$ cat config.mk
export PLATFORM = sky130hd
export DESIGN_NAME = rfns_result_fifo
export DESIGN_NICKNAME = d
export VERILOG_FILES = /design/src/rtl/rfns_pkg.sv /design/src/rtl/rfns_result_fifo.sv
export SDC_FILE = /design/constraint.sdc
export NUM_CORES = 1
export LEC_CHECK = 0
export ABC_AREA = 1
export BUFFER_PORTS_ARGS = -buffer_cell sky130_fd_sc_hd__buf_2
export CORE_UTILIZATION = 32
export DETAILED_ROUTE_END_ITERATION = 8
export GPL_TIMING_DRIVEN = 0
export SYNTH_ARGS = -nofsm -noshare
export SYNTH_HDL_FRONTEND = slang
export SYNTH_SLANG_ARGS = --single-unit
$ cat constraint.sdc
create_clock -name clk -period 3.11 [get_ports clk]
set_input_delay 0.1555 -clock clk [delete_from_list [all_inputs] [get_ports clk]]
set_output_delay 0.1555 -clock clk [all_outputs]
set_load 0.03 [all_outputs]
$ cat src/rtl/rfns_pkg.sv
`default_nettype none
package rfns_pkg;

	// frame geometry limits
	localparam int MAX_WIDTH  = 1024;
	localparam int MAX_HEIGHT = 4096;

	localparam int COL_W    = $clog2(MAX_WIDTH);
	localparam int ROW_W    = $clog2(MAX_HEIGHT);
	localparam int WIDTH_W  = 11;
	localparam int HEIGHT_W = 13;
	localparam int CFG_W    = HEIGHT_W;
	localparam int CFG_IDX_W = 1;

	// register map
	localparam logic [CFG_IDX_W-1:0] REG_IMAGE_WIDTH  = 1'b0;
	localparam logic [CFG_IDX_W-1:0] REG_IMAGE_HEIGHT = 1'b1;

	localparam logic [WIDTH_W-1:0]  WIDTH_RESET  = WIDTH_W'(1024);
	localparam logic [HEIGHT_W-1:0] HEIGHT_RESET = HEIGHT_W'(1024);

	// result queue
	localparam int FIFO_DEPTH = 4;
	localparam int FIFO_PTR_W = $clog2(FIFO_DEPTH);
	localparam int FIFO_CNT_W = FIFO_PTR_W + 1;

	typedef struct packed {
		logic [7:0] red;
		logic [7:0] green;
		logic [7:0] blue;
	} pix_t;

	typedef struct packed {
		logic [ROW_W-1:0] row;
		logic [COL_W-1:0] col;
		pix_t             pix;
		logic             frame_end;
	} res_t;

	// write side of the line store
	typedef struct packed {
		logic             orig_en;
		logic             smooth_en;
		logic [COL_W-1:0] col;
		pix_t             orig;
		pix_t             smooth;
	} ls_wr_t;

	function automatic logic [7:0] avg4(input logic [7:0] a, input logic [7:0] b,
		input logic [7:0] c, input logic [7:0] d);
		logic [9:0] sum;
		sum = {2'b00, a} + {2'b00, b} + {2'b00, c} + {2'b00, d};
		return sum[9:2];
	endfunction

	function automatic pix_t mean4(input pix_t a, input pix_t b, input pix_t c, input pix_t d);
		pix_t res;
		res.red   = avg4(a.red, b.red, c.red, d.red);
		res.green = avg4(a.green, b.green, c.green, d.green);
		res.blue  = avg4(a.blue, b.blue, c.blue, d.blue);
		return res;
	endfunction

endpackage
`default_nettype wire

$ cat src/rtl/rfns_result_fifo.sv
`default_nettype none
module rfns_result_fifo (
	input  wire                              clk,
	input  wire                              arst_n,
	input  wire  [1:0]                       push_cnt,
	input  rfns_pkg::res_t                   entry_a,
	input  rfns_pkg::res_t                   entry_b,
	input  wire                              pop,
	output logic                             valid,
	output rfns_pkg::res_t                   head,
	output logic [rfns_pkg::FIFO_CNT_W-1:0]  count
);

	rfns_pkg::res_t mem [rfns_pkg::FIFO_DEPTH];

	logic [rfns_pkg::FIFO_PTR_W-1:0] wr_ptr_q, rd_ptr_q, wr_ptr_next;
	logic [rfns_pkg::FIFO_CNT_W-1:0] count_q;

	assign wr_ptr_next = rfns_pkg::FIFO_PTR_W'(wr_ptr_q + 1'b1);

	always_ff @(posedge clk or negedge arst_n) begin
		if (!arst_n) begin
			wr_ptr_q <= '0;
			rd_ptr_q <= '0;
			count_q  <= '0;
		end else begin
			wr_ptr_q <= rfns_pkg::FIFO_PTR_W'(wr_ptr_q + push_cnt);
			if (pop) begin
				rd_ptr_q <= rfns_pkg::FIFO_PTR_W'(rd_ptr_q + 1'b1);
			end
			count_q <= rfns_pkg::FIFO_CNT_W'(count_q + rfns_pkg::FIFO_CNT_W'(push_cnt)
				- rfns_pkg::FIFO_CNT_W'(pop));
		end
	end

	always_ff @(posedge clk) begin
		if (push_cnt != 2'd0) begin
			mem[wr_ptr_q] <= entry_a;
		end
		if (push_cnt == 2'd2) begin
			mem[wr_ptr_next] <= entry_b;
		end
	end

	assign valid = (count_q != '0);
	assign head  = mem[rd_ptr_q];
	assign count = count_q;

endmodule
`default_nettype wire

## Yosys cells after proc, flatten, opt, wreduce, memory -nomap -nowiden

Memories as Yosys holds them, arrays and structs flattened.
Cells that the tools add are included.

- Register bits: 7
- Memory bits (writable): 188
- Bits of input ports: 99
- Output and inout port bits: 51
- Logic and storage cells: 16
- Memories kept: 1

Memory list:

| memory | depth | width | read ports | clocked after memory_dff | wr ports | line | text |
|---|---|---|---|---|---|---|---|
| mem | 4 | 47 | 1 | 0 | 2 | rfns_result_fifo.sv:14 | `rfns_pkg::res_t mem [rfns_pkg::FIFO_DEPTH];` |

- Add/sub/neg operators: 5
- Equal/unequal tests: 1
- Muxes and demuxes: 4
- Reductions and logical operators: 2

Operators by type and width:

| cell | count |
|---|---|
| adder 2 x 1 -> 2 bit (second input constant) | 2 |
| two-way mux 1 bit | 4 |
| adder 3 x 2 -> 3 bit | 1 |
| nonzero test 3 bit | 1 |
| subtractor 3 x 1 -> 3 bit | 1 |
| adder 2 bit | 1 |
| equality test 2 bit (second input constant) | 1 |
| nonzero test 2 bit | 1 |

## Depth between registers and ports, before layout

Gate-level depths: netlist of run 1.

- Depth after elaboration: 3
- Depth in mapped cells: 7

## Worst setup path before layout of run 1

Ideal clock, no wire load.

- Path kind: reg-to-reg
- Start: register wr_ptr_q[0] in the netlist's numbering
- End: memory mem[1][0] in the netlist's numbering, enable pin
- Arrival time: 2058 ps
- Data required time: 2705 ps
- Setup slack: 647 ps
- Cell stages (with the launch flop): 7
- Clock period less this slack: 2463 ps
- Path through: dfrtp_1 -> inv_2 -> nor2_1 -> buf_2 -> buf_2 -> nand2_1 -> nand2_1

RTL lines:

| element | line | text |
|---|---|---|
| start: declaration | rfns_result_fifo.sv:16 | `logic [rfns_pkg::FIFO_PTR_W-1:0] wr_ptr_q, rd_ptr_q, wr_ptr_next;` |
| start signal: assignment | rfns_result_fifo.sv:27 | `wr_ptr_q <= rfns_pkg::FIFO_PTR_W'(wr_ptr_q + push_cnt);` |
| end: declaration | rfns_result_fifo.sv:14 |  |

==> results of run 1 <==
worst max-delay path by stage:
stage                      startpoint          to  slack [ns]
after floorplan           wr_ptr_q[0]   mem[1][0]        0.65
after global placement    wr_ptr_q[1]  mem[0][25]       -0.60
after detailed placement  wr_ptr_q[0]  mem[1][17]        0.47
after CTS                 wr_ptr_q[0]  mem[1][13]        0.45
after global routing      wr_ptr_q[0]  mem[1][14]        0.29
final                     wr_ptr_q[0]  mem[1][14]        0.48
layout by cell type, fill, tap and decap left out, types with 4 or more instances in the layout:
| cell | Yosys | routed |
|---|---|---|
| buf_2 | 45 | 194 |
| or2_2 | 47 | 47 |
| nand2_2 | 0 | 4 |
| inv_8 | 0 | 5 |
| nand3_1 | 237 | 237 |
| inv_6 | 0 | 5 |
| clkbuf_1 | 38 | 38 |
| inv_1 | 153 | 153 |
| nand2_1 | 637 | 633 |
| ha_1 | 4 | 4 |
| dfrtp_1 | 7 | 7 |
| clkbuf_16 | 0 | 17 |
| edfxtp_1 | 188 | 188 |
through the flow:
step	hold WS, ns	setup TNS, ns	area, sq um
detailed placement	0.0185	0	12200
CTS	0.00367	0	12800
global placement	0.0116	-94.85	12100
global route	0.0195	0	12800
finish	0.0150	0	12800
floorplan	-0.140	0	10800
state kept, by name, indices dropped and copies added, names as in the netlist:
| signal | count |
|---|---|
| wr_ptr_q | 2 |
| mem | 188 |
| count | 3 |
| rd_ptr_q | 2 |
routing by layer:
layer / wire, um / up-vias
met3: 2570 / 64
met4: 992 / 0
met2: 16300 / 398
li1: - / 4677
met1: 13900 / 4412
met5: 0 / -
power breakdown:
group	switching, mW	internal [mW]
Sequential	0.197	4.01
Clock	1.12	1.15
Combinational	4.50	1.67
layout make-up:
type	count	area, sq um
clock inverter	15	161
fill	3440	20100
timing repair buffer	156	881
tap	442	553
inverter	156	586
antenna	2	5.00
sequential	195	5820
buffer	86	379
clock buffer	17	425
multi-input combinational	934	4010
worst max-delay path: cells and delay by family, from the launching register on:
kind | cells | cell delay [ns]
buffers and inverters | 4 | 0.95
AND/OR/NAND/NOR | 3 | 0.90
flip-flops | 1 | 0.45
cells by family after synthesis:
| group | synth area share |
|---|---|
| buffers and inverters | 0.0895 |
| xor gates and xnor gates | 0.00163 |
| DFF | 0.540 |
| adders and majority gates | 0.00650 |
| and+or+nand+nor | 0.362 |
==> impl_metrics.env, run 1 <==
export IMPL_skew_ns=0.00941
export IMPL_stdcell_count=2003
export IMPL_ctsHoldBuffers=2
export IMPL_r2r_slack_ns=0.48
export IMPL_drt_iter0_markers=862
export IMPL_drv_cap=0
export IMPL_synthFlopType="edfxtp_1"
export IMPL_clk_latency_ns=0.45
export IMPL_rsz0062_at_grt="false"
export IMPL_met2_usage=0.345
export IMPL_place_gp_congestion=0.813
export IMPL_worstSetupEndpointType="flop"
export IMPL_worstPathArrival_ns=2.78
export IMPL_synth_area_leaders="edfxtp_1 52%, nand2_1 22%, nand3_1 11%"
export IMPL_drv_slew=0
export IMPL_grt_pass1_wl_um=51400
export IMPL_postSynthAreaPerCell_sq_um=7.86
export IMPL_grt_util_met1=0.254
export IMPL_wirelength_um=33800
export IMPL_r2r_cells=7
export IMPL_slew_headroom=0.454
export IMPL_min_from="entry_a[15]"
export IMPL_drive_gt1_frac=0.184
export IMPL_min_to="mem[3][15]"
export IMPL_finalPower_mw=12.6
export IMPL_final_setup_viol_count=0
export IMPL_power_density_nw_per_um2=986
export IMPL_cts_resized=0
export IMPL_vias_per_cell=4.77
export IMPL_p_leak_nw=6.34
export IMPL_startpoint_type="flop"
export IMPL_top_usage_layer="met2"
export IMPL_worstSetupPathType="reg -> reg"
export IMPL_cp_max_fo=27
export IMPL_synth_seq_cells=195
export IMPL_firstDrtPassIters=6
export IMPL_max_clock_freq_mhz=381
export IMPL_synth_edf_count=188
export IMPL_hold_depth=3
export IMPL_use_met3=0.0299
export IMPL_synth_top_area_share=0.524
export IMPL_antenna_found_initial=2
export IMPL_max_vdd_ir_drop_mv=0.600
export IMPL_min_period_over_period=0.845
export IMPL_ys_seq_area_frac=0.540
export IMPL_worst_pin_slew_ns=0.816
export IMPL_cp_common_cell="buf_2"
export IMPL_gr_total_overflow=0
export IMPL_tritoncts="built"
export IMPL_status="complete, no violations"
export IMPL_layout_setup_ws_ns=0.483
export IMPL_critPathRequiredTime_ns=3.26
export IMPL_crit_chain="inv_2, nor2_1, buf_2, buf_2, nand2_1, nand2_2, buf_12"
export IMPL_vias=9551
export IMPL_drc=0
export IMPL_cts_htree_levels=4
export IMPL_final_util=0.390
export IMPL_syn_inst=1371
export IMPL_fin_crit_ns=2.63
export IMPL_synth_area_sq_um=10800
export IMPL_gr_usage_all_layers=0.203
export IMPL_pin_count=150
export IMPL_rows=66
export IMPL_yosysTopAreaCell="edfxtp_1"
export IMPL_cts_root_buffer="clkbuf_16"
export IMPL_initial_utilization=0.328
export IMPL_r2r_start="wr_ptr_q[0]"
export IMPL_wire_per_inst_um=16.9
export IMPL_synth_most_common_cell="nand2_1"
export IMPL_synth_nets=1475
export IMPL_cp_slowest_cell="nand2_2"
export IMPL_clkTransAtPathRegs_ns=0.08
export IMPL_numCtsBuffers=17
export IMPL_die_w_um=186
export IMPL_port_buffer_count=149
export IMPL_dp_cells=1967
export IMPL_fp_dieH_um=186
export IMPL_reg2reg_to="mem[1][14]"
export IMPL_core_area_sq_um=32900
export IMPL_grt_max_degree=29
export IMPL_nNetsFinal=1650
export IMPL_post_synth_num_cell_types=17
export IMPL_async_flop_share=0.0359
export IMPL_grt_pass1_vias=9292
export IMPL_hold_path_class="in -> reg"
export IMPL_synthTopCellsByCount="637 x nand2_1, 237 x nand3_1, 188 x edfxtp_1"
export IMPL_dieArea_sq_um=34400
export IMPL_max_stage_delay_ns=0.60
export IMPL_dpl_hpwl_um=23400
export IMPL_clkSinkCount=195
export IMPL_cts_post_setup_buffers_inserted=0
export IMPL_cts_buffer_depth=2
export IMPL_yosysWarningCount=0
export IMPL_finalHoldViolations=0
export IMPL_post_place_ws_ns=0.469
export IMPL_ant_nets=0
export IMPL_syn_to_final_growth_pct=18.9
(Power assumes the default switching activity.)
==> inputs of run 2 (changes only) <==
- clock period: 3.11 -> 2.5 ns (I/O delays scaled with it)
==> run 2 against run 1 <==
Clock skew increased by 0.0029 ns. Flip-flop and latch count unchanged. Sequential share of layout area fell by 1.9 points. Cell count up 2.5%. Clock power is 24% higher. Global-route usage rose by 0.23 points. Count of clock-buffer cells in the layout did not move. Critical path type unchanged.
==> impl_metrics.env, run 2 (synthesis results as in run 1) <==
export IMPL_dpl_hpwl_um=23400
export IMPL_hold_ws_ns=0.0107
export IMPL_dieArea_sq_um=34400
export IMPL_largest_register="mem"
export IMPL_final_setup_viol_count=0
export IMPL_numCtsBuffers=17
export IMPL_drv_slew=0
export IMPL_p_clk_frac=0.177
export IMPL_status="complete, no violations"
export IMPL_antenna_found_initial=0
export IMPL_port_buffer_count=149
export IMPL_cts_root_buffer="clkbuf_16"
export IMPL_fin_setup_tns_ns=0
export IMPL_wire_per_inst_um=16.6
export IMPL_critPathRequiredTime_ns=2.64
export IMPL_cts_htree_levels=4
export IMPL_max_clock_freq_mhz=415
export IMPL_tritoncts="built"
export IMPL_worstSetupEndpointType="flop"
export IMPL_grt_max_degree=29
export IMPL_gr_usage_all_layers=0.205
export IMPL_die_w_um=186
export IMPL_layout_setup_ws_ns=0.0894
export IMPL_p_leak_nw=6.60
export IMPL_clkSinkCount=195
export IMPL_core_area_sq_um=32900
export IMPL_ant_nets=0
export IMPL_rows=66
export IMPL_stdcell_count=2054
export IMPL_finalHoldViolations=0
export IMPL_combPwrFrac=0.494
export IMPL_drc=0
export IMPL_final_util=0.407
export IMPL_diodes=0
export IMPL_drt_iter0_markers=888
export IMPL_fin_area_sq_um=13400
export IMPL_switching_share=0.459
export IMPL_drv_cap=0
export IMPL_fp_dieH_um=186
export IMPL_drive_gt1_frac=0.184
export IMPL_worstSetupPathType="reg -> reg"
export IMPL_cp_max_fo=28
export IMPL_internal_power_mw=8.58
export IMPL_p_switching_mw=7.29
export IMPL_startpoint_type="flop"
export IMPL_power_density_nw_per_um2=1190
export IMPL_largest_reg_flops=188
export IMPL_hold_path_class="in -> reg"
export IMPL_vias_per_cell=4.77
export IMPL_mostFrequentLayoutCell="nand2_1"
export IMPL_nNetsFinal=1703
export IMPL_pin_count=150
export IMPL_dp_cells=1967
export IMPL_max_vdd_ir_drop_mv=0.790
export IMPL_cts_post_setup_buffers_inserted=0
export IMPL_r2r_slack_ns=0.09
export IMPL_finalPower_mw=15.9
export IMPL_worstPathArrival_ns=2.55
export IMPL_grt_pass1_wl_um=52200
export IMPL_clkTransAtPathRegs_ns=0.08
export IMPL_slew_headroom=0.551
export IMPL_clk_latency_ns=0.45
export IMPL_layout_common_cells="633 x nand2_1, 237 x nand3_1, 194 x buf_2"
export IMPL_initial_utilization=0.328
export IMPL_seq_power_share=0.329
export IMPL_vias=9803
export IMPL_grt_pass1_vias=9506
export IMPL_fin_crit_ns=2.41
export IMPL_wirelength_um=34200
export IMPL_place_gp_congestion=0.813
export IMPL_skew_ns=0.0124
export IMPL_post_dp_cell_area_sq_um=12200
export IMPL_post_place_ws_ns=-0.141
export IMPL_worst_pin_slew_ns=0.673
export IMPL_min_period_over_period=0.964
export IMPL_cts_buffer_depth=2
export IMPL_syn_to_final_growth_pct=24.2
export IMPL_firstDrtPassIters=5
export IMPL_gr_total_overflow=0
## run 2: changes by cell type in the layout (fill, tap and decap cells not counted)
cell	previous run	this run
buf_1	3	2
nand2_4	0	2
clkbuf_1	38	30
clkbuf_2	0	9
diode_2	2	0
nand2_8	0	2
dlygate4sd3_1	2	55
nand2_2	4	0
## run 2: power by group through the flow
stage | clock (mW) | sequential (mW) | combinational [mW]
4_1_cts | 2.84 | 5.23 | 7.88
3_5_place_dp | 0 | 5.31 | 7.76
2_1_floorplan | 0 | 5.34 | 4.92
6_report | 2.81 | 5.22 | 7.84
3_3_place_gp | 0 | 5.38 | 7.45
5_1_grt | 2.95 | 5.32 | 8.59
## run 2: layer usage
layer	track usage	wire, um	up-vias
met1	0.258	14200	4541
li1	-	-	4786
met2	0.350	16700	409
met4	0.0892	946	0
met5	0	0	-
met3	0.0276	2350	67
## run 2: worst paths after layout
| path | startpoint | to | depth (start not counted) |
|---|---|---|---|
| min reg2reg | count[2] | count[2] | 3 |
| min in group asynchronous | arst_n | count[1] | 2 |
| min | entry_a[45] | mem[0][45] | 3 |
| max reg2reg | wr_ptr_q[0] | mem[0][14] | 6 |
| max in group asynchronous | arst_n | rd_ptr_q[1] | 2 |
| max | wr_ptr_q[0] | mem[0][14] | 6 |
## run 2: cell type report
| class | instances | area, sq um |
|---|---|---|
| Buffer | 86 | 390 |
| Clock buffer | 17 | 425 |
| Clock inverter | 15 | 161 |
| Fill cell | 3407 | 19500 |
| Inverter | 156 | 586 |
| Multi-Input combinational cell | 934 | 4040 |
| Sequential cell | 195 | 5820 |
| Tap cell | 442 | 553 |
| Timing Repair Buffer | 209 | 1410 |
## run 2: what timing repair did
action / CTS / global route
endpoints found under the hold margin: 102 / 0
setup endpoints to repair: 96 / 91
hold buffers: 55 / 0
pin swaps: 0 / 0
resized for setup: 6 / 14
## run 2: worst max-delay path: stages (launching register included)
cell	delay, ns
dfrtp_1	0.45
nor2_1	0.29
buf_2	0.35
buf_2	0.31
nand2_1	0.18
nand2_8	0.24
buf_12	0.26
==> inputs of run 3 (changes only) <==
- BUFFER_PORTS_ARGS: -buffer_cell sky130_fd_sc_hd__buf_2 -> unset
- DONT_BUFFER_PORTS: unset -> 1
- HOLD_SLACK_MARGIN: unset -> 0.15
==> run 3 against run 2 <==
Global-route usage rose by 0.71 points. Critical endpoint is now mem[0][34]. Largest cell class unchanged. Worst hold slack improved by 0.24 ns. Largest power group unchanged. Flip-flop and latch count unchanged. Wire length up 5.6%. Combinational power fell by 5.9%.
==> impl_metrics.env, run 3 (synthesis results as in run 1) <==
export IMPL_ant_nets=0
export IMPL_path_buf_inv=3
export IMPL_vias_per_cell=4.92
export IMPL_cts_post_setup_buffers_inserted=0
export IMPL_fin_crit_ns=2.41
export IMPL_cp_slowest_cell="dfrtp_1"
export IMPL_cts_buffer_depth=2
export IMPL_wirelength_um=36100
export IMPL_hold_depth=5
export IMPL_grt_pass1_wl_um=53800
export IMPL_max_stage_delay_ns=0.45
export IMPL_pin_count=150
export IMPL_dpl_hpwl_um=23200
export IMPL_r2r_slack_ns=0.09
export IMPL_r2r_start="wr_ptr_q[0]"
export IMPL_worstSetupPathType="reg -> reg"
export IMPL_p_leak_nw=6.37
export IMPL_n_fill_cell=3324
export IMPL_firstDrtPassIters=5
export IMPL_port_buffer_count=0
export IMPL_place_gp_congestion=0.815
export IMPL_reg2reg_to="mem[0][34]"
export IMPL_grt_max_degree=28
export IMPL_die_w_um=186
export IMPL_worst_pin_slew_ns=0.689
export IMPL_min_from="push_cnt[1]"
export IMPL_p_switching_mw=7.22
export IMPL_min_period_over_period=0.965
export IMPL_max_vdd_ir_drop_mv=0.541
export IMPL_clk_latency_ns=0.45
export IMPL_vias=9828
export IMPL_switching_share=0.468
export IMPL_largest_register="mem"
export IMPL_fin_area_sq_um=13500
export IMPL_critPathRequiredTime_ns=2.65
export IMPL_min_to="mem[0][46]"
export IMPL_wire_per_inst_um=18.1
export IMPL_r2r_cells=6
export IMPL_crit_chain="nor2_1, clkbuf_4, buf_2, nand2_1, nand2_8, buf_12"
export IMPL_hold_path_class="in -> reg"
export IMPL_seq_power_share=0.342
export IMPL_syn_to_final_growth_pct=25.4
export IMPL_p_clk_frac=0.179
export IMPL_clkSinkCount=195
export IMPL_post_dp_cell_area_sq_um=11400
export IMPL_gr_usage_all_layers=0.212
export IMPL_combPwrFrac=0.479
export IMPL_drive_gt1_frac=0.0927
export IMPL_worstPathArrival_ns=2.56
export IMPL_mostFrequentLayoutCell="nand2_1"
export IMPL_skew_ns=0.00856
export IMPL_internal_power_mw=8.20
export IMPL_status="complete, no violations"
export IMPL_numCtsBuffers=17
export IMPL_slew_headroom=0.540
export IMPL_gr_total_overflow=0
export IMPL_crit_family="buffers and inverters"
export IMPL_nNetsFinal=1644
export IMPL_finalHoldViolations=0
export IMPL_drv_cap=0
export IMPL_clkTransAtPathRegs_ns=0.08
export IMPL_core_area_sq_um=32900
export IMPL_dieArea_sq_um=34400
export IMPL_drc=0
export IMPL_dp_cells=1817
export IMPL_layout_common_cells="633 x nand2_1, 237 x nand3_1, 188 x edfxtp_1"
export IMPL_stdcell_count=1996
export IMPL_largest_reg_flops=188
export IMPL_tritoncts="built"
export IMPL_cp_max_fo=26
export IMPL_antenna_found_initial=1
export IMPL_cts_root_buffer="clkbuf_16"
export IMPL_grt_pass1_vias=9778
export IMPL_worstSetupEndpointType="flop"
export IMPL_initial_utilization=0.328
export IMPL_startpoint_type="flop"
export IMPL_final_setup_viol_count=0
export IMPL_max_clock_freq_mhz=415
export IMPL_cts_htree_levels=4
export IMPL_power_density_nw_per_um2=1140
export IMPL_fp_dieH_um=186
export IMPL_rows=66
export IMPL_drt_iter0_markers=846
export IMPL_drv_slew=0
## run 3: area by class of cell
type                            instances  area [sq um]  share of cell area
Timing Repair Buffer                  150          1540               0.114
Multi-Input combinational cell        934          4050               0.300
Tap cell                              442           553              0.0409
Antenna cell                            1          2.50            0.000185
Sequential cell                       195          5820               0.431
Buffer                                 86           394              0.0292
Clock buffer                           17           425              0.0315
Clock inverter                         15           146              0.0108
Inverter                              156           586              0.0433
## run 3: tightest hold or removal path: cells and delay by family
family                 cells  cell delay [ns]
AND/OR/NAND/NOR            4             0.21
buffers and inverters      1             0.20
## run 3: timing repair
| item | CTS | global route |
|---|---|---|
| endpoints found under the hold margin | 202 | 0 |
| endpoints found under the setup margin | 118 | 103 |
| gates resized for setup | 7 | 14 |
| pin swaps | 0 | 0 |
| hold buffers | 146 | 0 |
## run 3: metal layers
layer | global-route usage | up-vias | part of all wire
li1 | - | 4680 | -
met1 | 0.262 | 4635 | 0.41
met2 | 0.357 | 440 | 0.48
met3 | 0.0411 | 73 | 0.080
met4 | 0.0964 | 0 | 0.027
met5 | 0 | - | 0
## run 3: power by group through the flow
stage / combinational [mW] / clock (mW) / sequential, mW
4_1_cts: 7.35 / 2.77 / 5.28
5_1_grt: 8.01 / 2.87 / 5.37
3_3_place_gp: 6.66 / 0 / 5.44
3_5_place_dp: 6.96 / 0 / 5.36
2_1_floorplan: 4.92 / 0 / 5.34
6_report: 7.38 / 2.76 / 5.28
## run 3: how the worst max path moves through the flow
stage	startpoint	end	slack, ns	cells after the start
3_3_place_gp	wr_ptr_q[0]	mem[0][18]	-1.20	5
2_1_floorplan	wr_ptr_q[0]	mem[1][0]	0.04	6
4_1_cts	rd_ptr_q[0]	head[41]	0.00008	6
6_report	wr_ptr_q[0]	mem[0][34]	0.09	6
5_1_grt	wr_ptr_q[0]	mem[0][34]	-0.05	6
3_5_place_dp	wr_ptr_q[0]	mem[0][29]	-0.18	6
## run 3: through the flow
stage | worst slack [ns] | util | hold slack, ns | power [mW] | setup TNS, ns
global placement | -1.20 | 0.345 | -0.170 | 12.1 | -213.37
floorplan | 0.0370 | - | -0.171 | 10.3 | 0
CTS | 0.0000822 | 0.410 | 0.246 | 15.4 | 0
global route | -0.0499 | 0.411 | 0.271 | 16.2 | -0.990
finish | 0.0883 | 0.411 | 0.251 | 15.4 | 0
detailed placement | -0.179 | 0.348 | -0.170 | 12.3 | -8.90
